==> src/acr_pkg.sv <==
// Shared widths, types and stage records for the box pair collision pipeline.
package acr_pkg;

    // Field widths.
    localparam int POS_W  = 24;
    localparam int HALF_W = 16;
    // Box edges carry one extra bit so that center plus half size never wraps.
    localparam int EDGE_W = POS_W + 1;
    // On a hit an overlap is at most twice the smaller half size.
    localparam int OVL_W  = HALF_W + 1;

    typedef logic signed [POS_W-1:0]  pos_t;
    typedef logic        [HALF_W-1:0] half_t;
    typedef logic signed [EDGE_W-1:0] edge_t;
    typedef logic        [OVL_W-1:0]  ovl_t;

    // Body flags of the pair.
    typedef struct packed {
        logic a_trigger;
        logic b_trigger;
        logic b_static;
    } flags_t;

    // Centers of both boxes.
    typedef struct packed {
        pos_t a_x;
        pos_t a_y;
        pos_t b_x;
        pos_t b_y;
    } centers_t;

    // One request as it enters the pipeline.
    typedef struct packed {
        centers_t c;
        half_t    a_half_w;
        half_t    a_half_h;
        half_t    b_half_w;
        half_t    b_half_h;
        flags_t   f;
    } req_t;

    // After the edge stage.
    typedef struct packed {
        centers_t c;
        edge_t    a_min_x;
        edge_t    a_max_x;
        edge_t    a_min_y;
        edge_t    a_max_y;
        edge_t    b_min_x;
        edge_t    b_max_x;
        edge_t    b_min_y;
        edge_t    b_max_y;
        flags_t   f;
    } s1_t;

    // After the compare stage: overlap bounds and hit.
    typedef struct packed {
        centers_t c;
        logic     hit;
        logic     a_left;
        logic     a_below;
        edge_t    lo_x;
        edge_t    hi_x;
        edge_t    lo_y;
        edge_t    hi_y;
        flags_t   f;
    } s2_t;

    // After the overlap stage.
    typedef struct packed {
        centers_t c;
        logic     hit;
        logic     a_left;
        logic     a_below;
        ovl_t     ox;
        ovl_t     oy;
        flags_t   f;
    } s3_t;

    // After the decision stage: what to move and which flags to raise.
    typedef struct packed {
        centers_t c;
        logic     hit;
        logic     axis_x;
        logic     a_neg;
        ovl_t     move_a;
        ovl_t     move_b;
        logic     zero_a_vx;
        logic     zero_a_vy;
        logic     zero_b_vx;
        logic     zero_b_vy;
        logic     a_on_ground;
    } s4_t;

    // Final result record.
    typedef struct packed {
        logic hit;
        pos_t new_a_x;
        pos_t new_a_y;
        pos_t new_b_x;
        pos_t new_b_y;
        logic zero_a_vx;
        logic zero_a_vy;
        logic zero_b_vx;
        logic zero_b_vy;
        logic a_on_ground;
    } res_t;

endpackage

==> src/acr_edge.sv <==
// Edge stage: min and max edges of both boxes on both axes.
module acr_edge
(
    input  logic           clk,
    input  logic           rst_n,
    input  logic           en,
    input  logic           valid_in,
    input  acr_pkg::req_t  req,
    output logic           valid_out,
    output acr_pkg::s1_t   s1
);

    logic         valid_reg;
    acr_pkg::s1_t s1_reg;
    acr_pkg::s1_t s1_next;

    // Sign extend the centers, zero extend the half sizes, then add and subtract.
    always_comb
    begin
        acr_pkg::edge_t ax;
        acr_pkg::edge_t ay;
        acr_pkg::edge_t bx;
        acr_pkg::edge_t by;
        ax = acr_pkg::edge_t'(req.c.a_x);
        ay = acr_pkg::edge_t'(req.c.a_y);
        bx = acr_pkg::edge_t'(req.c.b_x);
        by = acr_pkg::edge_t'(req.c.b_y);
        s1_next.c       = req.c;
        s1_next.f       = req.f;
        s1_next.a_min_x = ax - acr_pkg::edge_t'({1'b0, req.a_half_w});
        s1_next.a_max_x = ax + acr_pkg::edge_t'({1'b0, req.a_half_w});
        s1_next.a_min_y = ay - acr_pkg::edge_t'({1'b0, req.a_half_h});
        s1_next.a_max_y = ay + acr_pkg::edge_t'({1'b0, req.a_half_h});
        s1_next.b_min_x = bx - acr_pkg::edge_t'({1'b0, req.b_half_w});
        s1_next.b_max_x = bx + acr_pkg::edge_t'({1'b0, req.b_half_w});
        s1_next.b_min_y = by - acr_pkg::edge_t'({1'b0, req.b_half_h});
        s1_next.b_max_y = by + acr_pkg::edge_t'({1'b0, req.b_half_h});
    end

    // Valid bit is reset; payload is not.
    always_ff @(posedge clk or negedge rst_n)
    begin
        if (!rst_n)
        begin
            valid_reg <= 1'b0;
        end
        else if (en)
        begin
            valid_reg <= valid_in;
        end
    end

    always_ff @(posedge clk)
    begin
        if (en)
        begin
            s1_reg <= s1_next;
        end
    end

    assign valid_out = valid_reg;
    assign s1        = s1_reg;

endmodule

==> src/acr_overlap.sv <==
// Compare and overlap stages: hit test, overlap bounds, then overlap sizes.
module acr_overlap
(
    input  logic          clk,
    input  logic          rst_n,
    input  logic          en,
    input  logic          valid_in,
    input  acr_pkg::s1_t  s1,
    output logic          valid_out,
    output acr_pkg::s3_t  s3
);

    logic         s2_valid_reg;
    acr_pkg::s2_t s2_reg;
    acr_pkg::s2_t s2_next;
    logic         s3_valid_reg;
    acr_pkg::s3_t s3_reg;
    acr_pkg::s3_t s3_next;

    // Strict overlap on both axes, and the inner bounds of the overlap.
    always_comb
    begin
        s2_next.c       = s1.c;
        s2_next.f       = s1.f;
        s2_next.hit     = ($signed(s1.a_min_x) < $signed(s1.b_max_x))
                       && ($signed(s1.a_max_x) > $signed(s1.b_min_x))
                       && ($signed(s1.a_min_y) < $signed(s1.b_max_y))
                       && ($signed(s1.a_max_y) > $signed(s1.b_min_y));
        s2_next.a_left  = $signed(s1.c.a_x) < $signed(s1.c.b_x);
        s2_next.a_below = $signed(s1.c.a_y) < $signed(s1.c.b_y);
        s2_next.lo_x    = ($signed(s1.a_min_x) > $signed(s1.b_min_x)) ? s1.a_min_x
                                                                       : s1.b_min_x;
        s2_next.hi_x    = ($signed(s1.a_max_x) < $signed(s1.b_max_x)) ? s1.a_max_x
                                                                       : s1.b_max_x;
        s2_next.lo_y    = ($signed(s1.a_min_y) > $signed(s1.b_min_y)) ? s1.a_min_y
                                                                       : s1.b_min_y;
        s2_next.hi_y    = ($signed(s1.a_max_y) < $signed(s1.b_max_y)) ? s1.a_max_y
                                                                       : s1.b_max_y;
    end

    // Overlap sizes. They only matter on a hit, where they fit OVL_W bits.
    always_comb
    begin
        acr_pkg::edge_t dx;
        acr_pkg::edge_t dy;
        dx = s2_reg.hi_x - s2_reg.lo_x;
        dy = s2_reg.hi_y - s2_reg.lo_y;
        s3_next.c       = s2_reg.c;
        s3_next.f       = s2_reg.f;
        s3_next.hit     = s2_reg.hit;
        s3_next.a_left  = s2_reg.a_left;
        s3_next.a_below = s2_reg.a_below;
        s3_next.ox      = dx[acr_pkg::OVL_W-1:0];
        s3_next.oy      = dy[acr_pkg::OVL_W-1:0];
    end

    // Valid bits.
    always_ff @(posedge clk or negedge rst_n)
    begin
        if (!rst_n)
        begin
            s2_valid_reg <= 1'b0;
            s3_valid_reg <= 1'b0;
        end
        else if (en)
        begin
            s2_valid_reg <= valid_in;
            s3_valid_reg <= s2_valid_reg;
        end
    end

    // Payload.
    always_ff @(posedge clk)
    begin
        if (en)
        begin
            s2_reg <= s2_next;
            s3_reg <= s3_next;
        end
    end

    assign valid_out = s3_valid_reg;
    assign s3        = s3_reg;

endmodule

==> src/acr_resolve.sv <==
// Decision and update stages: pick the axis, size the pushes, move the centers.
module acr_resolve
(
    input  logic          clk,
    input  logic          rst_n,
    input  logic          en,
    input  logic          valid_in,
    input  acr_pkg::s3_t  s3,
    output logic          valid_out,
    output acr_pkg::res_t res
);

    logic          s4_valid_reg;
    acr_pkg::s4_t  s4_reg;
    acr_pkg::s4_t  s4_next;
    logic          res_valid_reg;
    acr_pkg::res_t res_reg;
    acr_pkg::res_t res_next;

    // Axis choice (a tie resolves vertically), push sizes and velocity flags.
    always_comb
    begin
        logic solid;
        logic horiz;
        solid = !s3.f.a_trigger && !s3.f.b_trigger;
        horiz = s3.ox < s3.oy;

        s4_next.c           = s3.c;
        s4_next.hit         = s3.hit;
        s4_next.axis_x      = horiz;
        s4_next.a_neg       = horiz ? s3.a_left : s3.a_below;
        s4_next.move_a      = '0;
        s4_next.move_b      = '0;
        s4_next.zero_a_vx   = 1'b0;
        s4_next.zero_a_vy   = 1'b0;
        s4_next.zero_b_vx   = 1'b0;
        s4_next.zero_b_vy   = 1'b0;
        s4_next.a_on_ground = 1'b0;

        if (s3.hit)
        begin
            if (horiz)
            begin
                if (solid)
                begin
                    s4_next.move_a = s3.f.b_static ? s3.ox : (s3.ox >> 1);
                    s4_next.move_b = s3.f.b_static ? '0 : (s3.ox >> 1);
                end
                s4_next.zero_a_vx = !s3.f.a_trigger;
                s4_next.zero_b_vx = !s3.f.b_static && !s3.f.b_trigger;
            end
            else if (solid)
            begin
                s4_next.move_a      = s3.f.b_static ? s3.oy : (s3.oy >> 1);
                s4_next.move_b      = s3.f.b_static ? '0 : (s3.oy >> 1);
                s4_next.zero_a_vy   = 1'b1;
                s4_next.zero_b_vy   = !s3.f.b_static;
                s4_next.a_on_ground = !s3.a_below;
            end
        end
    end

    // Apply the pushes; B's push, where nonzero, goes opposite to A's, modulo 2^24.
    always_comb
    begin
        acr_pkg::pos_t da;
        acr_pkg::pos_t db;
        da = acr_pkg::pos_t'({1'b0, s4_reg.move_a});
        db = acr_pkg::pos_t'({1'b0, s4_reg.move_b});

        res_next.hit         = s4_reg.hit;
        res_next.zero_a_vx   = s4_reg.zero_a_vx;
        res_next.zero_a_vy   = s4_reg.zero_a_vy;
        res_next.zero_b_vx   = s4_reg.zero_b_vx;
        res_next.zero_b_vy   = s4_reg.zero_b_vy;
        res_next.a_on_ground = s4_reg.a_on_ground;
        res_next.new_a_x     = s4_reg.c.a_x;
        res_next.new_a_y     = s4_reg.c.a_y;
        res_next.new_b_x     = s4_reg.c.b_x;
        res_next.new_b_y     = s4_reg.c.b_y;

        if (s4_reg.axis_x)
        begin
            res_next.new_a_x = s4_reg.a_neg ? s4_reg.c.a_x - da : s4_reg.c.a_x + da;
            res_next.new_b_x = s4_reg.a_neg ? s4_reg.c.b_x + db : s4_reg.c.b_x - db;
        end
        else
        begin
            res_next.new_a_y = s4_reg.a_neg ? s4_reg.c.a_y - da : s4_reg.c.a_y + da;
            res_next.new_b_y = s4_reg.a_neg ? s4_reg.c.b_y + db : s4_reg.c.b_y - db;
        end
    end

    // Valid bits.
    always_ff @(posedge clk or negedge rst_n)
    begin
        if (!rst_n)
        begin
            s4_valid_reg  <= 1'b0;
            res_valid_reg <= 1'b0;
        end
        else if (en)
        begin
            s4_valid_reg  <= valid_in;
            res_valid_reg <= s4_valid_reg;
        end
    end

    // Payload.
    always_ff @(posedge clk)
    begin
        if (en)
        begin
            s4_reg  <= s4_next;
            res_reg <= res_next;
        end
    end

    assign valid_out = res_valid_reg;
    assign res       = res_reg;

endmodule

==> src/aabb_pair_collision_resolve.sv <==
// Top level of the box pair collision resolver: ports, pipeline enable, checks.
//
// Each request carries one pair of axis-aligned boxes and returns one result.
// The pipeline has five register stages (edges, bounds and hit, overlap,
// axis decision, position update), and a new request can be accepted in every
// cycle in which in_stall is low.
// The whole pipeline advances together: in_stall is raised only while a
// finished result sits at the output and out_stall holds it there.
module aabb_pair_collision_resolve
(
    input  logic                       clk,
    input  logic                       rst_n,

    input  logic                       in_valid,
    output logic                       in_stall,
    input  logic signed [acr_pkg::POS_W-1:0]  a_x,
    input  logic signed [acr_pkg::POS_W-1:0]  a_y,
    input  logic        [acr_pkg::HALF_W-1:0] a_half_w,
    input  logic        [acr_pkg::HALF_W-1:0] a_half_h,
    input  logic signed [acr_pkg::POS_W-1:0]  b_x,
    input  logic signed [acr_pkg::POS_W-1:0]  b_y,
    input  logic        [acr_pkg::HALF_W-1:0] b_half_w,
    input  logic        [acr_pkg::HALF_W-1:0] b_half_h,
    input  logic                       a_trigger,
    input  logic                       b_trigger,
    input  logic                       b_static,

    output logic                       out_valid,
    input  logic                       out_stall,
    output logic                       hit,
    output logic signed [acr_pkg::POS_W-1:0]  new_a_x,
    output logic signed [acr_pkg::POS_W-1:0]  new_a_y,
    output logic signed [acr_pkg::POS_W-1:0]  new_b_x,
    output logic signed [acr_pkg::POS_W-1:0]  new_b_y,
    output logic                       zero_a_vx,
    output logic                       zero_a_vy,
    output logic                       zero_b_vx,
    output logic                       zero_b_vy,
    output logic                       a_on_ground
);

    acr_pkg::req_t req;
    acr_pkg::s1_t  s1;
    acr_pkg::s3_t  s3;
    acr_pkg::res_t res;
    logic          s1_valid;
    logic          s3_valid;
    logic          res_valid;
    logic          en;

    // The pipeline moves unless a held result blocks the output.
    assign en       = !(res_valid && out_stall);
    assign in_stall = !en;

    // Pack the request.
    always_comb
    begin
        req.c.a_x      = a_x;
        req.c.a_y      = a_y;
        req.c.b_x      = b_x;
        req.c.b_y      = b_y;
        req.a_half_w   = a_half_w;
        req.a_half_h   = a_half_h;
        req.b_half_w   = b_half_w;
        req.b_half_h   = b_half_h;
        req.f.a_trigger = a_trigger;
        req.f.b_trigger = b_trigger;
        req.f.b_static  = b_static;
    end

    acr_edge u_edge
    (
        .clk       (clk),
        .rst_n     (rst_n),
        .en        (en),
        .valid_in  (in_valid),
        .req       (req),
        .valid_out (s1_valid),
        .s1        (s1)
    );

    acr_overlap u_overlap
    (
        .clk       (clk),
        .rst_n     (rst_n),
        .en        (en),
        .valid_in  (s1_valid),
        .s1        (s1),
        .valid_out (s3_valid),
        .s3        (s3)
    );

    acr_resolve u_resolve
    (
        .clk       (clk),
        .rst_n     (rst_n),
        .en        (en),
        .valid_in  (s3_valid),
        .s3        (s3),
        .valid_out (res_valid),
        .res       (res)
    );

    // Unpack the result.
    assign out_valid   = res_valid;
    assign hit         = res.hit;
    assign new_a_x     = res.new_a_x;
    assign new_a_y     = res.new_a_y;
    assign new_b_x     = res.new_b_x;
    assign new_b_y     = res.new_b_y;
    assign zero_a_vx   = res.zero_a_vx;
    assign zero_a_vy   = res.zero_a_vy;
    assign zero_b_vx   = res.zero_b_vx;
    assign zero_b_vy   = res.zero_b_vy;
    assign a_on_ground = res.a_on_ground;

    // The input is held back only by a stalled, valid result.
    a_stall_cause: assert property (@(posedge clk) disable iff (!rst_n)
        in_stall |-> (out_valid && out_stall))
        else $error("input stalled without a blocked result");

    // A result resolves along one axis only.
    a_one_axis: assert property (@(posedge clk) disable iff (!rst_n)
        out_valid |-> !((zero_a_vx || zero_b_vx) && (zero_a_vy || zero_b_vy)))
        else $error("velocity cleared on both axes");

    // Landing implies a vertical resolution that clears A's vertical velocity.
    a_ground_vy: assert property (@(posedge clk) disable iff (!rst_n)
        (out_valid && a_on_ground) |-> (hit && zero_a_vy))
        else $error("landing reported without vertical resolution");

    // Without a hit no flag is raised.
    a_miss_quiet: assert property (@(posedge clk) disable iff (!rst_n)
        (out_valid && !hit) |-> !(zero_a_vx || zero_a_vy || zero_b_vx || zero_b_vy
                                  || a_on_ground))
        else $error("flags raised without a hit");

endmodule
==> config.mk <==
export PLATFORM = sky130hd
export DESIGN_NAME = aabb_pair_collision_resolve
export DESIGN_NICKNAME = d
export VERILOG_FILES = /design/src/acr_pkg.sv /design/src/acr_edge.sv /design/src/acr_overlap.sv /design/src/acr_resolve.sv /design/src/aabb_pair_collision_resolve.sv
export SDC_FILE = /design/constraint.sdc
export NUM_CORES = 2
export LEC_CHECK = 0
export BUFFER_PORTS_ARGS = -buffer_cell sky130_fd_sc_hd__buf_4
export CAP_MARGIN = 5
export CORE_ASPECT_RATIO = 0.8
export CORE_MARGIN = 2
export CORE_UTILIZATION = 40
export CTS_CLUSTER_SIZE = 40
export DETAILED_ROUTE_END_ITERATION = 8
export PLACE_DENSITY = 0.59
export SKIP_LAST_GASP = 1
export SYNTH_ARGS = -nofsm -noshare
export SYNTH_HDL_FRONTEND = slang
export SYNTH_SLANG_ARGS = --single-unit
==> constraint.sdc <==
create_clock -name clk -period 19.1 [get_ports clk]
set_input_delay 0.955 -clock clk [delete_from_list [all_inputs] [get_ports clk]]
set_output_delay 0.955 -clock clk [all_outputs]
set_load 0.05 [all_outputs]
==> Yosys cells after proc, flatten, opt, wreduce, memory -nomap -nowiden <==
Index checks and enable logic that the tools add are counted.
{ "classes": {"addsub": 18, "magnitude_cmp": 11, "mux": 21, "bitwise": 2, "n_reduce_logical": 13} }
{ "op_table": {"columns": ["operator", "count"], "rows": [
  ["$mux 24", 8],
  ["$mux 17", 6],
  ["$mux 34", 3],
  ["$add 24x17->25", 4],
  ["$gt 25x25->1", 4],
  ["$lt 25x25->1", 4],
  ["$sub 24x17->25", 4],
  ["$add 24x18->24", 4],
  ["$sub 24x18->24", 4],
  ["$lt 24x24->1", 2],
  ["$sub 17x17->17", 2],
  ["$mux 16", 2],
  ["$lt 17x17->1", 1],
  ["$logic_and 1x1->1", 6],
  ["$logic_not 1->1", 4],
  ["$reduce_or 3->1", 1],
  ["$mux 1", 2],
  ["$not 1->1", 2],
  ["$reduce_and 2->1", 1],
  ["$reduce_or 2->1", 1]
]} }
{ "totals": {"reg_bits": 850, "in_bits": 167, "word_cells": 135} }

==> Logic depth before layout (Yosys ltp) <==
{ "depth": {"depth_word": 4, "mapped_depth": 21, "mapped_depth_nobuf": 19} }

==> Cells and area by module <==
A second synthesis with hierarchy kept.
{ "unflattened": {"hier_cells": 4209, "hier_area_um2": 49243.5} }
{ "by_module_without_submodules": {"columns": ["mod", "instances", "cells_per_inst", "area_each_um2"], "rows": [
  ["acr_overlap", 1, 1408, 17544.3],
  ["acr_edge", 1, 1511, 17007.6],
  ["acr_resolve", 1, 1288, 14681.6],
  ["aabb_pair_collision_resolve", 1, 2, 10.0]
]} }

==> Worst setup path before layout <==
No wires, ideal clock.
{ "synth_timing": {"kind": "input-to-output", "startpoint": "input out_stall", "endpoint": "output in_stall", "arrival_time_ns": 24.378, "slack_ns": -6.233, "stages": 2, "n_path_buf": 0, "cell_sequence": "nand2_1 inv_1"} }
{ "synth_via": {"elab_chain_cells": 1} }
{ "synth_lines": {"columns": ["element", "line_no", "text"], "rows": [
  ["from (decl)", "aabb_pair_collision_resolve.sv:29", "input logic out_stall,"],
  ["$logic_and 1x1->1", "aabb_pair_collision_resolve.sv:52", "assign en = !(res_valid && out_stall);"],
  ["to (decl)", "aabb_pair_collision_resolve.sv:15", "output logic in_stall,"]
]} }
Every way passes these cells.

==> flow_summary.yaml <==
power:
  peakVddDrop_mv: 0.117
  leakage_nw: 22.7
  power.density_nw_per_um2: 181
sta:
  fin_tns_setup_ns: 0
  fin_crit_sh: 0.272
  skew_ns: 0.0237
  grt_setup_unrepaired: "no"
  setup_viol: 0
  finalMaxSlewViolations: 0
  fmax_ghz: 0.192
  fin_crit_ns: 5.20
  max-slew-margin-rel: 0.193
  tightest_slew_ns: 1.20
  hold_viol_final: 0
logic_synthesis:
  synth_edf_count: 840
  synth_cell_types: 82
  postSynthCellCount: 3956
  yosysWarnings: 0
  avgSynthCellArea_um2: 11.9
  netlist_area_um2: 47200
  ys_ff_latch: 845
  synth_ff_type: "edfxtp_1"
  synthesis.nets: 4632
  yosysSeqAreaShare: 0.537
  async_flop_share: 0.00592
placement:
  hpwl_um: 95000
  port_buffers: 270
  globalplace.congestion: 0.890
drt:
  drtAntennaViolNets: 0
  drt_iter0_drc: 2566
  totalWireLength_um: 121000
  num_vias: 30423
  routedWlPerCell_um: 20.5
  avgViaCountPerCell: 5.16
  firstDrtPassIters: 5
  drc: 0
die:
  rows: 112
  dieArea_um2: 121000
  core_area_um2: 117000
  io_pins: 271
  die_y_um: 311
  die_w_um: 388
  initial_utilization: 0.404
critical_path:
  startpoint: "u_resolve.s4_reg[22]$_SDFFCE_PN0N_"
  critPathTopFamily: "compound AO/OA/AOI/OAI gates"
  reg2reg_from: "u_resolve.s4_reg[22]$_SDFFCE_PN0N_"
  crit_fanout: 8
  required_ns: 19.47
  path_class: "reg2reg"
  slowest_delay_ns: 0.47
  crit_buf_inv: 1
  startpoint_type: "flop"
  r2r_end: "u_resolve.res[73]$_DFFE_PN_"
  cp-end-kind: "flop"
  ff2ff_path_depth: 19
  cp_slowest_cell: "edfxtp_1"
  crit_chain: "inv_1 > ha_1 > nor2_1 > xnor2_1 > ha_1 > a21oi_1 > nand2b_1 > a221o_1 > a31oi_1 > o311ai_0 > a31oi_1 > maj3_2 > o21ai_2 > maj3_2 > maj3_4 > a211o_4 > o31ai_1 > xor2_1 > o21ai_0"
  critPathArrivalTime_ns: 5.57
  ff2ff_setup_slack_ns: 13.90
clock_network:
  holdBufCountCts: 0
  cts_buffer_depth: 3
  postCtsSetupRepairBufs: 0
  cts_root_buf: "clkbuf_16"
  cts_tree: "built"
  clock_sinks: 845
  numCtsBuffers: 93
  ctsResizeCount: 0
  insertion_delay_ns: 0.68
  clkTransAtPathRegs_ns: 0.06
  h-tree-depth: 3
global_route:
  grt_max_degree: 91
  antenna_found_initial: 12
  grtUsageTotal: 0.198
  grt_pass1_vias: 29072
  grt_pass1_wl_um: 180000
  grt_overflow: 0
cells_and_area:
  syn_to_final_growth_pct: 15.0
  multi_input_area_um2: 20000
  regArea_um2: 25300
  mostFrequentLayoutCells: "edfxtp_1 (840), ha_1 (495), inv_1 (445)"
  layout_commonest_cell: "edfxtp_1"
  fin_nets: 4953
  largest_register_ffs: 295
  fin_util: 0.464
  drive_gt1_frac: 0.128
  fillerInstances: 10646
job:
  cap_viol_max_count: 0
outcome:
  outcome: "finished clean"
min_path:
  hold_class: "in2async"
## synthesized netlist by cell type (13+ instances only)
library cell	instances	area (µm²)
edfxtp_1	840	25200
ha_1	495	6190
inv_1	445	1670
nor2_1	279	1050
o21ai_0	210	1050
a21oi_1	206	1030
xnor2_1	193	1690
nand2_1	170	638
xor2_1	97	850
a21o_1	88	661
mux2_2	75	845
o21a_1	72	541
nand2b_1	57	357
clkbuf_1	56	210
nor2b_1	56	350
a21boi_0	43	323
and3_1	41	257
nand4_1	40	250
o21bai_1	40	300
mux2i_1	36	360
a31oi_1	33	206
nor3_1	33	165
nand3_1	29	145
o22ai_1	26	163
o31ai_1	24	180
o211ai_1	22	165
a211oi_1	17	128
and2_1	17	106
a221o_1	15	150
buf_1	14	52.6
fa_1	14	280
maj3_1	14	140
or3_1	13	81.3
## kinds of logic (layout without fill, tap and decap cells)
group,after synthesis,after routing,synth area share
AOI/OAI and AO/OA,880,880,0.121
and+or+nand+nor,788,788,0.0810
muxes,111,111,0.0255
DFF,845,845,0.537
adders and majority gates,526,526,0.141
buffers and inverters,516,911,0.0411
other,0,2,0
xor gates and xnor gates,290,290,0.0538
## per-layer routing
layer	global-route usage	vias up	routed length, µm	share of wire
met1	0.292	14478	58300	0.48
met3	0.0498	143	8870	0.073
met2	0.293	757	51400	0.43
met4	0.0409	8	2160	0.018
li1	-	15037	-	-
met5	0	-	54	0.00045
## final cells by class
cell class | count | area share
clock inverter | 66 | 0.0131
antenna | 2 | 0.0000922
timing repair buffer | 297 | 0.0411
inverter | 445 | 0.0308
clock buffer | 103 | 0.0447
tap | 1539 | 0.0355
sequential | 845 | 0.467
multi-input combinational | 2595 | 0.368
## worst max path at each step
stage,endpoint,cells after the start
finish,u_resolve.res[73]$_DFFE_PN_,19
global route,u_resolve.res[73]$_DFFE_PN_,19
CTS,u_resolve.res[73]$_DFFE_PN_,19
detailed placement,u_edge.s1[50]$_DFFE_PN_,18
global placement,u_edge.s1[50]$_DFFE_PN_,18
floorplan,in_stall,2
## through the flow
step	total power, W	worst slack (ns)	instance area, µm²	hold WS (ns)	instances
after floorplan	0.00680	3.93	47200	0.400	3956
after global placement	0.00797	13.99	51100	0.401	5721
after detailed placement	0.00801	13.95	51100	0.405	5721
after CTS	0.00990	13.93	54300	0.00209	5890
after global routing	0.0105	13.56	54300	0.0182	5890
final	0.00983	13.90	54300	0.0655	5892
## power breakdown
part           total [W]  leakage, nW  internal [W]  switching, W
Clock            0.00185         1.51       0.00108      0.000768
Sequential       0.00345         8.53       0.00300      0.000448
Combinational    0.00453         12.7       0.00178       0.00275
(Power assumes the default switching activity.)
